## src/design/isgpl_pkg.sv

```systemverilog
// Shared types and constants of the I/Q soft-gain peak limiter.
package isgpl_pkg;

   localparam int unsigned SAMPLE_W = 16;
   localparam int unsigned GAIN_W   = 16;
   localparam int unsigned CSR_IDX_W = 1;

   localparam logic [GAIN_W-1:0] GAIN_RESET  = 16'd4096;
   localparam logic [GAIN_W-1:0] LIMIT_RESET = 16'd0;

   localparam logic [CSR_IDX_W-1:0] REG_INITIAL_GAIN = 1'b0;
   localparam logic [CSR_IDX_W-1:0] REG_AGC_LIMIT    = 1'b1;

   typedef struct packed {
      logic signed [SAMPLE_W-1:0] in_i;
      logic signed [SAMPLE_W-1:0] in_q;
      logic                       end_of_block;
   } req_payload_type;

   typedef struct packed {
      logic signed [SAMPLE_W-1:0] out_i;
      logic signed [SAMPLE_W-1:0] out_q;
      logic                       gain_cut;
      logic                       end_of_block_out;
   } rsp_payload_type;

   typedef enum logic [1:0] {
      MUL_XI_GAIN,
      MUL_XQ_GAIN,
      MUL_SQUARE,
      MUL_LIMIT_GAIN
   } mul_sel_type;

   typedef enum logic [3:0] {
      ST_IDLE,
      ST_MUL_I,
      ST_SQ_I,
      ST_MUL_Q,
      ST_SQ_Q,
      ST_SUM,
      ST_ROOT_INIT,
      ST_ROOT,
      ST_CHECK,
      ST_DIV_INIT,
      ST_DIV,
      ST_GAIN,
      ST_OUT_I,
      ST_OUT_I2,
      ST_OUT_Q2,
      ST_FINISH
   } state_type;

   typedef struct packed {
      logic        req_load;
      mul_sel_type mul_sel;
      logic        acc_load;
      logic        acc_add;
      logic        root_init;
      logic        root_step;
      logic        cut_eval;
      logic        div_init;
      logic        div_step;
      logic        gain_load;
      logic        out_i_load;
      logic        out_q_load;
      logic        rsp_load;
   } cmd_type;

   typedef struct packed {
      logic              root_last;
      logic              cut;
      logic [GAIN_W-1:0] gain;
   } status_type;

endpackage

```

## src/design/isgpl_stream_if.sv

```systemverilog
// Valid/ready stream channel carrying one payload per transaction.
interface isgpl_stream_if #(parameter type payload_type = logic);
   logic        valid;
   logic        ready;
   payload_type payload;

   modport source (output valid, output payload, input ready);
   modport sink (input valid, input payload, output ready);
endinterface

```

## src/design/isgpl_ctrl.sv

```systemverilog
// Controller state machine sequencing the limiter datapath.
module isgpl_ctrl (
   input  logic                  clock,
   input  logic                  reset,
   input  logic                  req_valid,
   output logic                  req_ready,
   input  logic                  rsp_ready,
   output logic                  rsp_valid,
   input  isgpl_pkg::status_type stat,
   output isgpl_pkg::cmd_type    cmd
);
   import isgpl_pkg::*;

   state_type  state_ff, state_in;
   logic [3:0] cnt_ff, cnt_in;
   logic       rsp_valid_ff, rsp_valid_in;
   logic       out_free;

   assign out_free  = !rsp_valid_ff || rsp_ready;
   assign req_ready = (state_ff == ST_IDLE);
   assign rsp_valid = rsp_valid_ff;

   // Next state.
   always_comb begin
      state_in = state_ff;
      cnt_in   = cnt_ff;
      case (state_ff)
         ST_IDLE:      if (req_valid) state_in = ST_MUL_I;
         ST_MUL_I:     state_in = ST_SQ_I;
         ST_SQ_I:      state_in = ST_MUL_Q;
         ST_MUL_Q:     state_in = ST_SQ_Q;
         ST_SQ_Q:      state_in = ST_SUM;
         ST_SUM:       state_in = ST_ROOT_INIT;
         ST_ROOT_INIT: state_in = ST_ROOT;
         ST_ROOT:      if (stat.root_last) state_in = ST_CHECK;
         ST_CHECK:     state_in = stat.cut ? ST_DIV_INIT : ST_OUT_I;
         ST_DIV_INIT: begin
            cnt_in   = '0;
            state_in = ST_DIV;
         end
         ST_DIV: begin
            cnt_in = cnt_ff + 4'd1;
            if (cnt_ff == 4'd15) state_in = ST_GAIN;
         end
         ST_GAIN:      state_in = ST_OUT_I;
         ST_OUT_I:     state_in = ST_OUT_I2;
         ST_OUT_I2:    state_in = ST_OUT_Q2;
         ST_OUT_Q2:    state_in = ST_FINISH;
         ST_FINISH:    if (out_free) state_in = ST_IDLE;
         default:      state_in = ST_IDLE;
      endcase
   end

   // Datapath commands.
   always_comb begin
      cmd = '0;
      cmd.mul_sel = MUL_XI_GAIN;
      case (state_ff)
         ST_IDLE:      cmd.req_load = req_valid;
         ST_MUL_I:     cmd.mul_sel = MUL_XI_GAIN;
         ST_SQ_I:      cmd.mul_sel = MUL_SQUARE;
         ST_MUL_Q: begin
            cmd.mul_sel  = MUL_XQ_GAIN;
            cmd.acc_load = 1'b1;
         end
         ST_SQ_Q:      cmd.mul_sel = MUL_SQUARE;
         ST_SUM:       cmd.acc_add = 1'b1;
         ST_ROOT_INIT: cmd.root_init = 1'b1;
         ST_ROOT:      cmd.root_step = 1'b1;
         ST_CHECK: begin
            cmd.mul_sel  = MUL_LIMIT_GAIN;
            cmd.cut_eval = 1'b1;
         end
         ST_DIV_INIT:  cmd.div_init = 1'b1;
         ST_DIV:       cmd.div_step = 1'b1;
         ST_GAIN:      cmd.gain_load = 1'b1;
         ST_OUT_I:     cmd.mul_sel = MUL_XI_GAIN;
         ST_OUT_I2: begin
            cmd.mul_sel    = MUL_XQ_GAIN;
            cmd.out_i_load = 1'b1;
         end
         ST_OUT_Q2:    cmd.out_q_load = 1'b1;
         ST_FINISH:    cmd.rsp_load = out_free;
         default:      cmd = '0;
      endcase
   end

   assign rsp_valid_in = cmd.rsp_load || (rsp_valid_ff && !rsp_ready);

   always_ff @(posedge clock) begin
      if (reset) begin
         state_ff     <= ST_IDLE;
         cnt_ff       <= '0;
         rsp_valid_ff <= 1'b0;
      end else begin
         state_ff     <= state_in;
         cnt_ff       <= cnt_in;
         rsp_valid_ff <= rsp_valid_in;
      end
   end

endmodule

```

## src/design/isgpl_dp.sv

```systemverilog
// Datapath: shared multiplier, bit-serial square root and divider, gain and output registers.
module isgpl_dp (
   input  logic                                          clock,
   input  logic                                          reset,
   input  isgpl_pkg::cmd_type                            cmd,
   output isgpl_pkg::status_type                         stat,
   input  isgpl_pkg::req_payload_type                    req_payload,
   output isgpl_pkg::rsp_payload_type                    rsp_payload,
   input  logic                                          csr_we,
   input  logic [isgpl_pkg::CSR_IDX_W-1:0]               csr_index,
   input  logic [isgpl_pkg::GAIN_W-1:0]                  csr_wdata
);
   import isgpl_pkg::*;

   // Scales a magnitude by 2047, drops 27 fraction bits and applies the sign with saturation.
   function automatic logic [15:0] scale_sat(input logic [31:0] p, input logic neg);
      logic [42:0] m;
      logic [15:0] t;
      logic [15:0] r;
      m = {p, 11'd0} - {11'd0, p};
      t = (m[42] != 1'b0) ? 16'hFFFF : m[42:27];
      if (neg) begin
         if (t > 16'd32768) r = 16'h8000;
         else r = ~t + 16'd1;
      end else begin
         if (t > 16'd32767) r = 16'h7FFF;
         else r = t;
      end
      return r;
   endfunction

   req_payload_type  item_ff;
   rsp_payload_type  rsp_ff;
   logic [15:0]      gain_ff, gain_in;
   logic [15:0]      limit_ff, limit_in;
   logic [63:0]      prod_ff, prod_in;
   logic [63:0]      acc_ff, acc_in;
   logic [33:0]      rem_ff, rem_in;
   logic [34:0]      root_ff, root_in;
   logic [34:0]      bitm_ff, bitm_in;
   logic [16:0]      drem_ff, drem_in;
   logic [15:0]      dvd_ff, dvd_in;
   logic             cut_ff;
   logic [15:0]      out_i_ff, out_q_ff;

   logic [16:0]      xi_abs, xq_abs, xi_ext, xq_ext;
   logic [31:0]      mul_a, mul_b;
   logic [34:0]      trial;
   logic [16:0]      mag;
   logic             cut;
   logic [17:0]      dshift;
   logic             dge;

   assign xi_ext = {item_ff.in_i[15], item_ff.in_i};
   assign xq_ext = {item_ff.in_q[15], item_ff.in_q};
   assign xi_abs = item_ff.in_i[15] ? (~xi_ext + 17'd1) : xi_ext;
   assign xq_abs = item_ff.in_q[15] ? (~xq_ext + 17'd1) : xq_ext;

   always_comb begin
      case (cmd.mul_sel)
         MUL_XI_GAIN: begin
            mul_a = {15'd0, xi_abs};
            mul_b = {16'd0, gain_ff};
         end
         MUL_XQ_GAIN: begin
            mul_a = {15'd0, xq_abs};
            mul_b = {16'd0, gain_ff};
         end
         MUL_SQUARE: begin
            mul_a = prod_ff[31:0];
            mul_b = prod_ff[31:0];
         end
         MUL_LIMIT_GAIN: begin
            mul_a = {16'd0, limit_ff};
            mul_b = {16'd0, gain_ff};
         end
         default: begin
            mul_a = '0;
            mul_b = '0;
         end
      endcase
   end

   assign prod_in = mul_a * mul_b;

   assign acc_in = cmd.acc_add ? (acc_ff + prod_ff) : prod_ff;

   // One root bit per cycle.
   assign trial = root_ff + bitm_ff;
   always_comb begin
      rem_in  = rem_ff;
      root_in = root_ff;
      bitm_in = bitm_ff;
      if (cmd.root_init) begin
         rem_in  = acc_ff[63:30];
         root_in = '0;
         bitm_in = 35'd1 << 32;
      end else if (cmd.root_step) begin
         bitm_in = bitm_ff >> 2;
         if ({1'b0, rem_ff} >= trial) begin
            rem_in  = 34'({1'b0, rem_ff} - trial);
            root_in = (root_ff >> 1) + bitm_ff;
         end else begin
            root_in = root_ff >> 1;
         end
      end
   end

   assign mag = root_ff[16:0];
   assign cut = (limit_ff != 16'd0) && (mag >= {1'b0, limit_ff});

   // One quotient bit per cycle; the quotient is known to fit 16 bits.
   assign dshift = {drem_ff, dvd_ff[15]};
   assign dge    = dshift >= {1'b0, mag};
   always_comb begin
      drem_in = drem_ff;
      dvd_in  = dvd_ff;
      if (cmd.div_init) begin
         drem_in = {1'b0, prod_ff[31:16]};
         dvd_in  = prod_ff[15:0];
      end else if (cmd.div_step) begin
         drem_in = dge ? 17'(dshift - {1'b0, mag}) : dshift[16:0];
         dvd_in  = {dvd_ff[14:0], dge};
      end
   end

   always_comb begin
      gain_in  = gain_ff;
      limit_in = limit_ff;
      if (csr_we && csr_index == REG_INITIAL_GAIN) gain_in = csr_wdata;
      else if (cmd.gain_load) gain_in = dvd_ff;
      if (csr_we && csr_index == REG_AGC_LIMIT) limit_in = csr_wdata;
   end

   always_ff @(posedge clock) begin
      if (reset) begin
         gain_ff  <= GAIN_RESET;
         limit_ff <= LIMIT_RESET;
      end else begin
         gain_ff  <= gain_in;
         limit_ff <= limit_in;
      end
   end

   always_ff @(posedge clock) begin
      prod_ff <= prod_in;
      rem_ff  <= rem_in;
      root_ff <= root_in;
      bitm_ff <= bitm_in;
      drem_ff <= drem_in;
      dvd_ff  <= dvd_in;
      if (cmd.req_load) item_ff <= req_payload;
      if (cmd.acc_load || cmd.acc_add) acc_ff <= acc_in;
      if (cmd.cut_eval) cut_ff <= cut;
      if (cmd.out_i_load) out_i_ff <= scale_sat(prod_ff[31:0], item_ff.in_i[15]);
      if (cmd.out_q_load) out_q_ff <= scale_sat(prod_ff[31:0], item_ff.in_q[15]);
      if (cmd.rsp_load) begin
         rsp_ff.out_i            <= out_i_ff;
         rsp_ff.out_q            <= out_q_ff;
         rsp_ff.gain_cut         <= cut_ff;
         rsp_ff.end_of_block_out <= item_ff.end_of_block;
      end
   end

   assign rsp_payload    = rsp_ff;
   assign stat.root_last = bitm_ff[0];
   assign stat.cut       = cut;
   assign stat.gain      = gain_ff;

endmodule

```

## src/design/iq_soft_gain_peak_limiter_unit.sv

```systemverilog
// Top level of the I/Q soft-gain peak limiter: controller, datapath and checks.
//
// Usage: each req_chan transaction carries one complex Q1.15 sample and an
// end-of-block marker. Both parts are scaled by the running Q4.12 gain, and
// the magnitude of the scaled sample is found with a bit-serial square root.
// When the limit is nonzero and the magnitude reaches it, the gain drops to
// limit*gain/magnitude through a restoring divider and the sample is scaled
// again. Each rsp_chan transaction returns the outputs scaled by 2047 and
// saturated, a gain-cut flag and the marker. One sample is processed at a
// time through a single shared multiplier; the next sample is accepted only
// once the result has been loaded into the output register. There it sits,
// so a stalled receiver holds rsp_chan steady; the block then completes the
// next sample and waits with it until the output register frees up.
// Synchronous reset sets the gain to 1.0 and the limit to zero (limiting
// off) and empties the pipeline. Writing initial_gain also reloads the
// running gain; the user must see that writes are made only while no
// transaction is in flight, as the block itself does not enforce this.
module iq_soft_gain_peak_limiter_unit (
   input  logic                                   clock,
   input  logic                                   reset,
   isgpl_stream_if.sink                           req_chan,
   isgpl_stream_if.source                         rsp_chan,
   input  logic                                   csr_we,
   input  logic [isgpl_pkg::CSR_IDX_W-1:0]        csr_index,
   input  logic [isgpl_pkg::GAIN_W-1:0]           csr_wdata
);
   import isgpl_pkg::*;

   cmd_type    cmd;
   status_type stat;

   // The controller sequences every step; the datapath holds all arithmetic.
   isgpl_ctrl u_ctrl (
      .clock     (clock),
      .reset     (reset),
      .req_valid (req_chan.valid),
      .req_ready (req_chan.ready),
      .rsp_ready (rsp_chan.ready),
      .rsp_valid (rsp_chan.valid),
      .stat      (stat),
      .cmd       (cmd)
   );

   isgpl_dp u_dp (
      .clock       (clock),
      .reset       (reset),
      .cmd         (cmd),
      .stat        (stat),
      .req_payload (req_chan.payload),
      .rsp_payload (rsp_chan.payload),
      .csr_we      (csr_we),
      .csr_index   (csr_index),
      .csr_wdata   (csr_wdata)
   );

   // The running gain only falls unless the initial gain register is written.
   a_gain_monotonic : assert property (@(posedge clock) disable iff (reset)
      !$past(csr_we) |-> stat.gain <= $past(stat.gain))
      else $error("running gain rose without a register write");

   // A new result is loaded only into a free output register.
   a_rsp_load_free : assert property (@(posedge clock) disable iff (reset)
      cmd.rsp_load |-> (!rsp_chan.valid || rsp_chan.ready))
      else $error("result overwrote a pending response");

   // After a sample is taken, no second sample is taken until it is done.
   a_one_in_flight : assert property (@(posedge clock) disable iff (reset)
      (req_chan.valid && req_chan.ready) |=> !req_chan.ready)
      else $error("second transaction accepted while one is in flight");

endmodule

```

## src/flat_wrapper.sv

```systemverilog
// flat-port wrapper written by rule: the top's interface ports become plain ports
module iq_soft_gain_peak_limiter_unit_flat import isgpl_pkg::*;
  (clock, reset, csr_we, csr_index, csr_wdata, req_chan_valid, req_chan_payload, req_chan_ready, rsp_chan_valid, rsp_chan_payload, rsp_chan_ready);
  isgpl_stream_if #(.payload_type(req_payload_type)) req_chan_i ();
  isgpl_stream_if #(.payload_type(rsp_payload_type)) rsp_chan_i ();
  input  logic clock;
  input  logic reset;
  input  logic csr_we;
  input  logic [isgpl_pkg::CSR_IDX_W-1:0] csr_index;
  input  logic [isgpl_pkg::GAIN_W-1:0] csr_wdata;
  input wire logic [$bits(req_chan_i.valid)-1:0] req_chan_valid;
  input wire logic [$bits(req_chan_i.payload)-1:0] req_chan_payload;
  output wire logic [$bits(req_chan_i.ready)-1:0] req_chan_ready;
  output wire logic [$bits(rsp_chan_i.valid)-1:0] rsp_chan_valid;
  output wire logic [$bits(rsp_chan_i.payload)-1:0] rsp_chan_payload;
  input wire logic [$bits(rsp_chan_i.ready)-1:0] rsp_chan_ready;
  assign req_chan_i.valid = req_chan_valid;
  assign req_chan_i.payload = req_chan_payload;
  assign req_chan_ready = req_chan_i.ready;
  assign rsp_chan_valid = rsp_chan_i.valid;
  assign rsp_chan_payload = rsp_chan_i.payload;
  assign rsp_chan_i.ready = rsp_chan_ready;
  iq_soft_gain_peak_limiter_unit u_core (.clock(clock), .reset(reset), .req_chan(req_chan_i), .rsp_chan(rsp_chan_i), .csr_we(csr_we), .csr_index(csr_index), .csr_wdata(csr_wdata));
endmodule
```

## config.mk

```make
export PLATFORM = sky130hd
export DESIGN_NAME = iq_soft_gain_peak_limiter_unit_flat
export DESIGN_NICKNAME = d
export VERILOG_FILES = /design/src/design/isgpl_pkg.sv /design/src/design/isgpl_stream_if.sv /design/src/design/isgpl_ctrl.sv /design/src/design/isgpl_dp.sv /design/src/design/iq_soft_gain_peak_limiter_unit.sv /design/src/flat_wrapper.sv
export SDC_FILE = /design/constraint.sdc
export NUM_CORES = 2
export LEC_CHECK = 0
export CORE_ASPECT_RATIO = 1.1
export CORE_UTILIZATION = 34
export CTS_CLUSTER_DIAMETER = 80
export DETAILED_ROUTE_END_ITERATION = 6
export DONT_BUFFER_PORTS = 1
export GPL_ROUTABILITY_DRIVEN = 0
export PLACE_DENSITY = 0.54
export SLEW_MARGIN = 20
export SYNTH_ARGS = -nofsm -noshare
export SYNTH_HDL_FRONTEND = slang
export SYNTH_SLANG_ARGS = --single-unit
```

## constraint.sdc

```tcl
create_clock -name clock -period 10.7 [get_ports clock]
set_input_delay 2.14 -clock clock [delete_from_list [all_inputs] [get_ports clock]]
set_output_delay 2.14 -clock clock [all_outputs]
set_load 0.02 [all_outputs]
```

**Yosys cells after proc, flatten, opt, wreduce, memory -nomap -nowiden**

Index checks and enable logic that the tools add are counted.

- Bits in registers: 388
- Input port bits: 55
- Output and inout bits: 36
- Word-level logic and storage cells: 129

- $add $sub $neg: 10
- $mul: 1
- $lt $le $gt $ge: 5
- Equal/unequal tests: 23
- Muxes and demuxes: 41
- Bitwise logic cells: 4
- Reductions and logical operators: 22

Operators with widths:

| kind | count |
|---|---|
| 16-bit two-way mux | 11 |
| 32-bit case mux with 4 select lines | 1 |
| 34-bit two-way mux | 3 |
| 64-bit adder | 1 |
| 32-bit by 32-bit multiplier with 64-bit output | 1 |
| 64-bit two-way mux | 1 |
| 32-bit case mux with 2 select lines | 1 |
| 4-bit case mux with 16 select lines | 1 |
| 17-bit two-way mux | 3 |
| 43-bit by 32-bit subtractor with 43-bit output | 1 |
| 4-bit == test, second input constant | 9 |
| 34-bit by 33-bit adder with 35-bit output | 1 |
| 35-bit by 33-bit adder with 35-bit output | 1 |
| 34-bit by 35-bit >= comparator with 1-bit output | 1 |
| 35-bit two-way mux | 1 |
| 17-bit by 1-bit adder with 17-bit output, second input constant | 2 |
| 17-bit inverter | 2 |
| 34-bit subtractor | 1 |
| 18-bit by 17-bit >= comparator with 1-bit output | 1 |
| 17-bit by 16-bit >= comparator with 1-bit output | 1 |
| 17-bit subtractor | 1 |
| 16-bit by 1-bit adder with 16-bit output, second input constant | 1 |
| 4-bit by 3-bit == test with 1-bit output, second input constant | 4 |
| 16-bit by 15-bit > comparator with 1-bit output, second input constant | 1 |
| 25 further kinds | 55 |

**Longest topological paths before layout**

- Depth in word-level cells: 7
- Mapped depth: 43
- Depth with buffers taken out: 41

**Modules after synthesis**

Synthesis repeated with hierarchy kept, for this count alone.

- Cells, all modules: 6,434
- Area total of the unflattened synthesis: 57,681.6 um2

By module, submodules not included:

| module | instances | cells each | area an instance (um2) | seq. area each (um2) |
|---|---|---|---|---|
| isgpl_dp | 1 | 6,344 | 57,044.7 | 9,889.5 |
| isgpl_ctrl | 1 | 90 | 636.9 | 180.2 |

**Worst setup path before layout**

Ideal clock, no wire load.

- Kind: register to register
- Start: register u_core.u_dp.item_ff[1] in the netlist's numbering
- End: register u_core.u_dp.prod_ff[62]
- Setup time: 0.072 ns
- Arrival time: 10.080 ns
- Required time: 10.628 ns
- Path slack: 0.548 ns
- Cell stages (with the launch flop): 39
- Buffers on the path: 1
- Cells stage by stage: edfxtp_1 > inv_1 > ha_1 > nand2_1 > or3_1 > or3_1 > nor3_1 > nor2_1 > or2_2 > o41ai_1 > xor2_1 > o221ai_1 > clkbuf_1 > nand2_1 > fa_1 > inv_1 > fa_1 > inv_1 > (+3 left out) > fa_1 > fa_1 > fa_1 > inv_1 > fa_1 > inv_1 > ha_1 > a21o_1 > a21o_1 > a21o_1 > a2111oi_0 > a21oi_1 > o41ai_1 > o31ai_1 > a41oi_1 > o21ai_0 > a21oi_1 > xnor2_1

- Cells in the longest elaborated chain, start to end: 5

Ends and longest elaborated chain:

| element | line | RTL |
|---|---|---|
| from (decl) | isgpl_dp.sv:32 | `req_payload_type item_ff;` |
| from (signal assigned) | isgpl_dp.sv:152 | `if (cmd.req_load) item_ff <= req_payload;` |
| 17-bit inverter | isgpl_dp.sv:57 | `assign xq_abs = item_ff.in_q[15] ? (~xq_ext + 17'd1) : xq_ext;` |
| 17-bit by 1-bit adder with 17-bit output | isgpl_dp.sv:57 |  |
| 17-bit two-way mux (*) | isgpl_dp.sv:57 |  |
| 32-bit case mux with 4 select lines (*) | isgpl_dp.sv:60 | `case (cmd.mul_sel)` |
| 32-bit by 32-bit multiplier with 64-bit output (*) | isgpl_dp.sv:84 | `assign prod_in = mul_a * mul_b;` |
| named net u_core.u_dp.prod_in[62] | isgpl_dp.sv:36 | `logic [63:0] prod_ff, prod_in;` |
| to (signal assigned) | isgpl_dp.sv:146 | `prod_ff <= prod_in;` |
| to (decl) | isgpl_dp.sv:36 |  |

The timed path passes the listed nets; every way through them passes the cells marked *.
A chain may end at the register's enable or synchronous reset.

**Final worst setup path**

- Start: register u_core.u_ctrl.state_ff[1]
- End: register u_core.u_dp.prod_ff[42]

- Cells in the longest elaborated chain, start to end: 7
- Elaborated cells between the ends (all ways): 16

Ends and longest elaborated chain:

| element | line | RTL |
|---|---|---|
| from (decl) | isgpl_ctrl.sv:14 | `state_type state_ff, state_in;` |
| from (signal assigned) | isgpl_ctrl.sv:96 | `state_ff <= state_in;` |
| 4-bit == test (tied with other cells) | isgpl_ctrl.sv:58 | `case (state_ff)` |
| 2-bit OR reduction (no source line) | n/a |  |
| 2-bit case mux with 3 select lines (*) | isgpl_ctrl.sv:58 |  |
| 2-bit == test (tied with other cells) | isgpl_dp.sv:60 |  |
| 3-bit OR reduction (no source line) | n/a |  |
| 32-bit case mux with 2 select lines | isgpl_dp.sv:60 |  |
| 32-bit by 32-bit multiplier with 64-bit output (*) | isgpl_dp.sv:84 |  |
| named net u_core.u_dp.prod_in[42] | isgpl_dp.sv:36 |  |

Marked as above.

==> results.md <==
Hold path:
- In this run the most critical hold path is launched from u_core.u_dp.item_ff[0]$_DFFE_PP_.
- The hold path endpoint is u_core.u_dp.rsp_payload[0]$_DFFE_PP_.
- The number of cells traversed by the worst hold path is 0.
- In this run the worst hold path is classified as flip-flop to flip-flop.

Clocking:
- The number of sinks on the clock net is 388.
- The clock buffer count from CTS is 42.
- CTS built an H-tree with a depth of 2.
- The clock root buffer master is sky130_fd_sc_hd__clkbuf_16.
- After clock tree synthesis, the flow added hold-fix buffers numbering 0.
- The clock passes through at most 3 buffers.
- The clock slew at the register clock pins of the worst setup and hold paths is 70 ps.
- TritonCTS built the clock tree.
- The later pin in the worst-skew pair is clocked with a latency of 610 ps.

Yosys:
- The number of instances in the synthesized netlist is 6309.
- The mapped netlist covers 56300 sq um.
- The Yosys step of the flow raised 0 warnings.
- The synthesis-stage register bit count is 388.
- The unique cell type count in the Yosys netlist is 86.
- Of all flip-flops after synthesis, the portion carrying an async set or reset was 0%.
- The sequential share of the synthesized area is 17.9%.
- For this run, the leading register cell type out of synthesis is sky130_fd_sc_hd__edfxtp_1.
- The mean instance size in the synthesized netlist is 8.92 sq um.
- The number of nets handed over by synthesis was 7717.
- Yosys mapped a number of flops with a built-in enable equal to 230.

Power and ir drop:
- The maximum vdd drop is 0.000524 V.
- Summed over all cells, the static leakage comes to 29.8 nW.
- The ratio of total power to cell area is 309 nW/um^2.

Timing:
- The setup clock skew after layout is 18.1 ps.
- The clock period minus worst slack is 10430 ps.
- Setup violations remaining at the end of the flow were counted as 0.
- The tightest hold margin is 415 ps.
- The slack of the critical path is 267 ps.
- The final cycle utilization of the critical path is 97.5%.
- The slew at the pin closest to its max-slew limit is 1070 ps.
- The number of endpoints with negative hold slack in the final report came to 0.
- Derived from the worst setup path, the maximum achievable clock frequency is 95.9 MHz.
- The worst-case headroom to the max-slew limit is 28.6%.
- The max-slew violation count is 0.

Cells and area:
- The post-synthesis to final-layout area growth is 8.68%.
- The multi-input combinational cells in the finished layout cover a total of 41000 sq um.
- Fill cells in the final layout number 16893.
- The combined flip-flop and latch cell area is 10100 sq um.
- The final layout contains 7660 nets.
- The post-route netlist has 5.63% of its cells at a drive strength greater than 1.
- The final cell count without fillers is 8499.

Setup path:
- The worst path buffer plus inverter count is 5.
- The worst register-to-register path begins at u_core.u_ctrl.state_ff[1]$_SDFFE_PP0P_.
- In this design, the stage delay of the slowest critical-path cell is 710 ps.
- The required time of the critical path is 11230 ps.
- Counting stages on the worst path, the most repeated cell is sky130_fd_sc_hd__fa_1.
- The critical-path cell with the highest stage delay is sky130_fd_sc_hd__or4_1.
- The kind of end point of the critical path is a flip-flop.
- The category of cells accounting for the largest share of critical-path delay is adder cells.
- STA classifies the critical path startpoint as a flip-flop.
- The critical path class is flip-flop to flip-flop.
- The worst register-to-register path has a depth of 30.
- The worst register-to-register path has a setup slack of 270 ps.
- The data arrival time at the worst-slack endpoint is 10970 ps.
- The maximum fanout count along the critical path is 13.
- The worst register-to-register path ends at u_core.u_dp.prod_ff[42]$_DFF_P_.

Job:
- The max-cap check violation count is 0.

Outcome:
- The flow ran to the end, and the final reports show no timing, DRC or antenna violations.

Detailed routing:
- The remaining number of nets flagged by the antenna check after routing is 0.
- The first TritonRoute pass finished after 6 iterations.
- The final routed wirelength across all metal layers is 179 mm.
- The routed wire length per instance is 21.0 um.
- For this run, design rule violations remaining after detail routing come to 0.
- The final route contains 43776 vias.
- The via density per instance is 5.15.
- After the first detailed-routing iteration, the DRC count stood at 2948.

Global routing:
- The maximum number of pins on one net before global-route repair is 70.
- The total global-route track usage is 21.6%.
- The global-route congestion overflow total is 0.
- The first global-routing pass estimated 275 mm of wire.
- The number of global-route vias before repair came to 45869.
- The number of antenna violations at the first check in global routing is 8.

Die:
- The die width is 390 um.
- The initial utilization of the core area, before any placement, comes to 34.2%.
- The die covers 167000 sq um.
- The area of the core is 164000 sq um.
- The floorplan row count is 156.
- The number of primary I/O pins is 91.
- The floorplan step set the die height to 429 um.

Placed design:
- The number of buffers added on ports is 0.
- The worst setup slack after placement is -35.4 ps.
- Including well taps, the total number of placed cells is 8417.
- Summed over all nets, the half-perimeter wirelength after detailed placement is 143 mm.
==> flip-flops by register name (all words and copies together) (netlist names), 16 cells and up <==
| name | cells |
|---|---|
| u_core.u_dp.acc_ff | 64 |
| u_core.u_dp.prod_ff | 64 |
| u_core.u_dp.root_ff | 35 |
| u_core.u_dp.rem_ff | 34 |
| u_core.u_dp.rsp_payload | 34 |
| u_core.u_dp.item_ff | 33 |
| u_core.u_dp.bitm_ff | 17 |
| u_core.u_dp.drem_ff | 17 |
| u_core.u_dp.dvd_ff | 16 |
| u_core.u_dp.gain_ff | 16 |
| u_core.u_dp.limit_ff | 16 |
| u_core.u_dp.out_i_ff | 16 |
| u_core.u_dp.out_q_ff | 16 |
==> worst max path at each step <==
| stage | from | endpoint | slack [ps] | cells past startpoint |
|---|---|---|---|---|
| after floorplan | u_core.u_dp.item_ff[1]$_DFFE_PP_ | u_core.u_dp.prod_ff[62]$_DFF_P_ | 550 | 38 |
| after global placement | u_core.u_dp.item_ff[2]$_DFFE_PP_ | u_core.u_dp.prod_ff[62]$_DFF_P_ | 30 | 37 |
| after detailed placement | u_core.u_dp.item_ff[2]$_DFFE_PP_ | u_core.u_dp.prod_ff[62]$_DFF_P_ | -40 | 36 |
| after CTS | u_core.u_dp.item_ff[2]$_DFFE_PP_ | u_core.u_dp.prod_ff[62]$_DFF_P_ | 90 | 35 |
| after global routing | u_core.u_dp.item_ff[2]$_DFFE_PP_ | u_core.u_dp.prod_ff[59]$_DFF_P_ | -10 | 42 |
| final | u_core.u_ctrl.state_ff[1]$_SDFFE_PP0P_ | u_core.u_dp.prod_ff[42]$_DFF_P_ | 270 | 30 |
==> stage by stage <==
step | TNS, ps | total power, W | util, % | area [sq um]
floorplan | 0 | 0.0127 | - | 56300
global placement | 0 | 0.0170 | 36.2 | 59500
detailed placement | -45.8 | 0.0171 | 36.2 | 59500
CTS | 0 | 0.0187 | 37.1 | 61000
global route | -23.5 | 0.0208 | 37.2 | 61100
finish | 0 | 0.0189 | 37.2 | 61100
==> Yosys cell counts, types with 9 or more instances <==
cell type / instances / area [sq um]
sky130_fd_sc_hd__a211oi_1: 40 / 300
sky130_fd_sc_hd__a21o_1: 127 / 953
sky130_fd_sc_hd__a21oi_1: 273 / 1370
sky130_fd_sc_hd__a221oi_1: 13 / 114
sky130_fd_sc_hd__a22o_1: 10 / 87.6
sky130_fd_sc_hd__a22oi_1: 11 / 82.6
sky130_fd_sc_hd__a31o_2: 11 / 96.3
sky130_fd_sc_hd__a31oi_1: 53 / 332
sky130_fd_sc_hd__and2_1: 23 / 144
sky130_fd_sc_hd__and3_1: 55 / 344
sky130_fd_sc_hd__buf_1: 18 / 67.6
sky130_fd_sc_hd__clkbuf_1: 253 / 950
sky130_fd_sc_hd__clkinv_1: 9 / 33.8
sky130_fd_sc_hd__dfxtp_1: 158 / 3160
sky130_fd_sc_hd__edfxtp_1: 230 / 6910
sky130_fd_sc_hd__fa_1: 899 / 18000
sky130_fd_sc_hd__ha_1: 454 / 5680
sky130_fd_sc_hd__inv_1: 1169 / 4390
sky130_fd_sc_hd__mux2_2: 10 / 113
sky130_fd_sc_hd__mux2i_1: 40 / 400
sky130_fd_sc_hd__nand2_1: 817 / 3070
sky130_fd_sc_hd__nand2b_1: 60 / 375
sky130_fd_sc_hd__nand3_1: 56 / 280
sky130_fd_sc_hd__nand4_1: 50 / 313
sky130_fd_sc_hd__nor2_1: 525 / 1970
sky130_fd_sc_hd__nor2b_1: 46 / 288
sky130_fd_sc_hd__nor3_1: 55 / 275
sky130_fd_sc_hd__nor4_1: 18 / 113
sky130_fd_sc_hd__o211ai_1: 10 / 75.1
sky130_fd_sc_hd__o21a_1: 21 / 158
sky130_fd_sc_hd__o21ai_0: 259 / 1300
sky130_fd_sc_hd__o21bai_1: 43 / 323
sky130_fd_sc_hd__o22ai_1: 21 / 131
sky130_fd_sc_hd__o31ai_1: 23 / 173
sky130_fd_sc_hd__or2_2: 12 / 75.1
sky130_fd_sc_hd__or3_1: 25 / 156
sky130_fd_sc_hd__xnor2_1: 148 / 1300
sky130_fd_sc_hd__xor2_1: 126 / 1100
==> layout make-up <==
type,instances,area share (%)
Clock buffer,58,2.02
Antenna cell,2,0.00819
Timing Repair Buffer,173,2.30
Multi-Input combinational cell,4468,67.1
Inverter,1179,7.25
Clock inverter,19,0.321
Sequential cell,388,16.5
Tap cell,2212,4.53
==> layout by cell type, fill, tap and decap left out, types with 157 or more instances in the layout <==
cell type / count
sky130_fd_sc_hd__o21ai_0: 252
sky130_fd_sc_hd__nor2_1: 515
sky130_fd_sc_hd__a21oi_1: 270
sky130_fd_sc_hd__buf_4: 160
sky130_fd_sc_hd__nand2_1: 814
sky130_fd_sc_hd__edfxtp_1: 230
sky130_fd_sc_hd__inv_1: 1168
sky130_fd_sc_hd__fa_1: 899
sky130_fd_sc_hd__ha_1: 451
sky130_fd_sc_hd__dfxtp_1: 157
==> routing by layer <==
metal / vias to the layer above / track usage, % / part of all wire [%]
li1: 20053 / - / -
met2: 1289 / 36.7 / 47
met4: 6 / 8.35 / 4.5
met3: 323 / 3.13 / 6.6
met1: 22105 / 27.5 / 41
met5: - / 0 / 0.023
==> where the power goes <==
| part | internal, W | switching (W) | leakage [nW] |
|---|---|---|---|
| Sequential | 0.00199 | 0.000285 | 3.40 |
| Clock | 0.000866 | 0.000685 | 0.700 |
| Combinational | 0.00579 | 0.00928 | 25.7 |
| Total | 0.00866 | 0.0103 | 29.8 |
==> cells by family (layout without fill, tap and decap cells) <==
logic type | count (synthesis) | in the layout | synth area share (%)
other | 0 | 2 | 0
buffers and inverters | 1454 | 1429 | 9.72
AO/OA/AOI/OAI | 1017 | 1018 | 11.5
AND/OR/NAND/NOR | 1773 | 1773 | 13.6
adder cells (fa/ha/maj) | 1353 | 1353 | 42.1
multiplexers | 50 | 50 | 0.912
XOR/XNOR | 274 | 274 | 4.27
flip-flops | 388 | 388 | 17.9
==> worst register-to-register path: cells and delay by family, from the launching register on <==
family | cells | cell delay [ps]
compound gates | 8 | 2600
fa+ha+maj | 9 | 4060
xor+xnor | 2 | 340
simple gates | 6 | 2090
buf+inv | 5 | 840
flops | 1 | 420
==> timing repair <==
item                                    CTS  global route
setup buffers                             0             2
endpoints found under the setup margin    2            17
pin swaps                                 0             4
resized for setup                         2            33
gates cloned                              0             1
No activity file was read; power rests on OpenSTA's default activity.
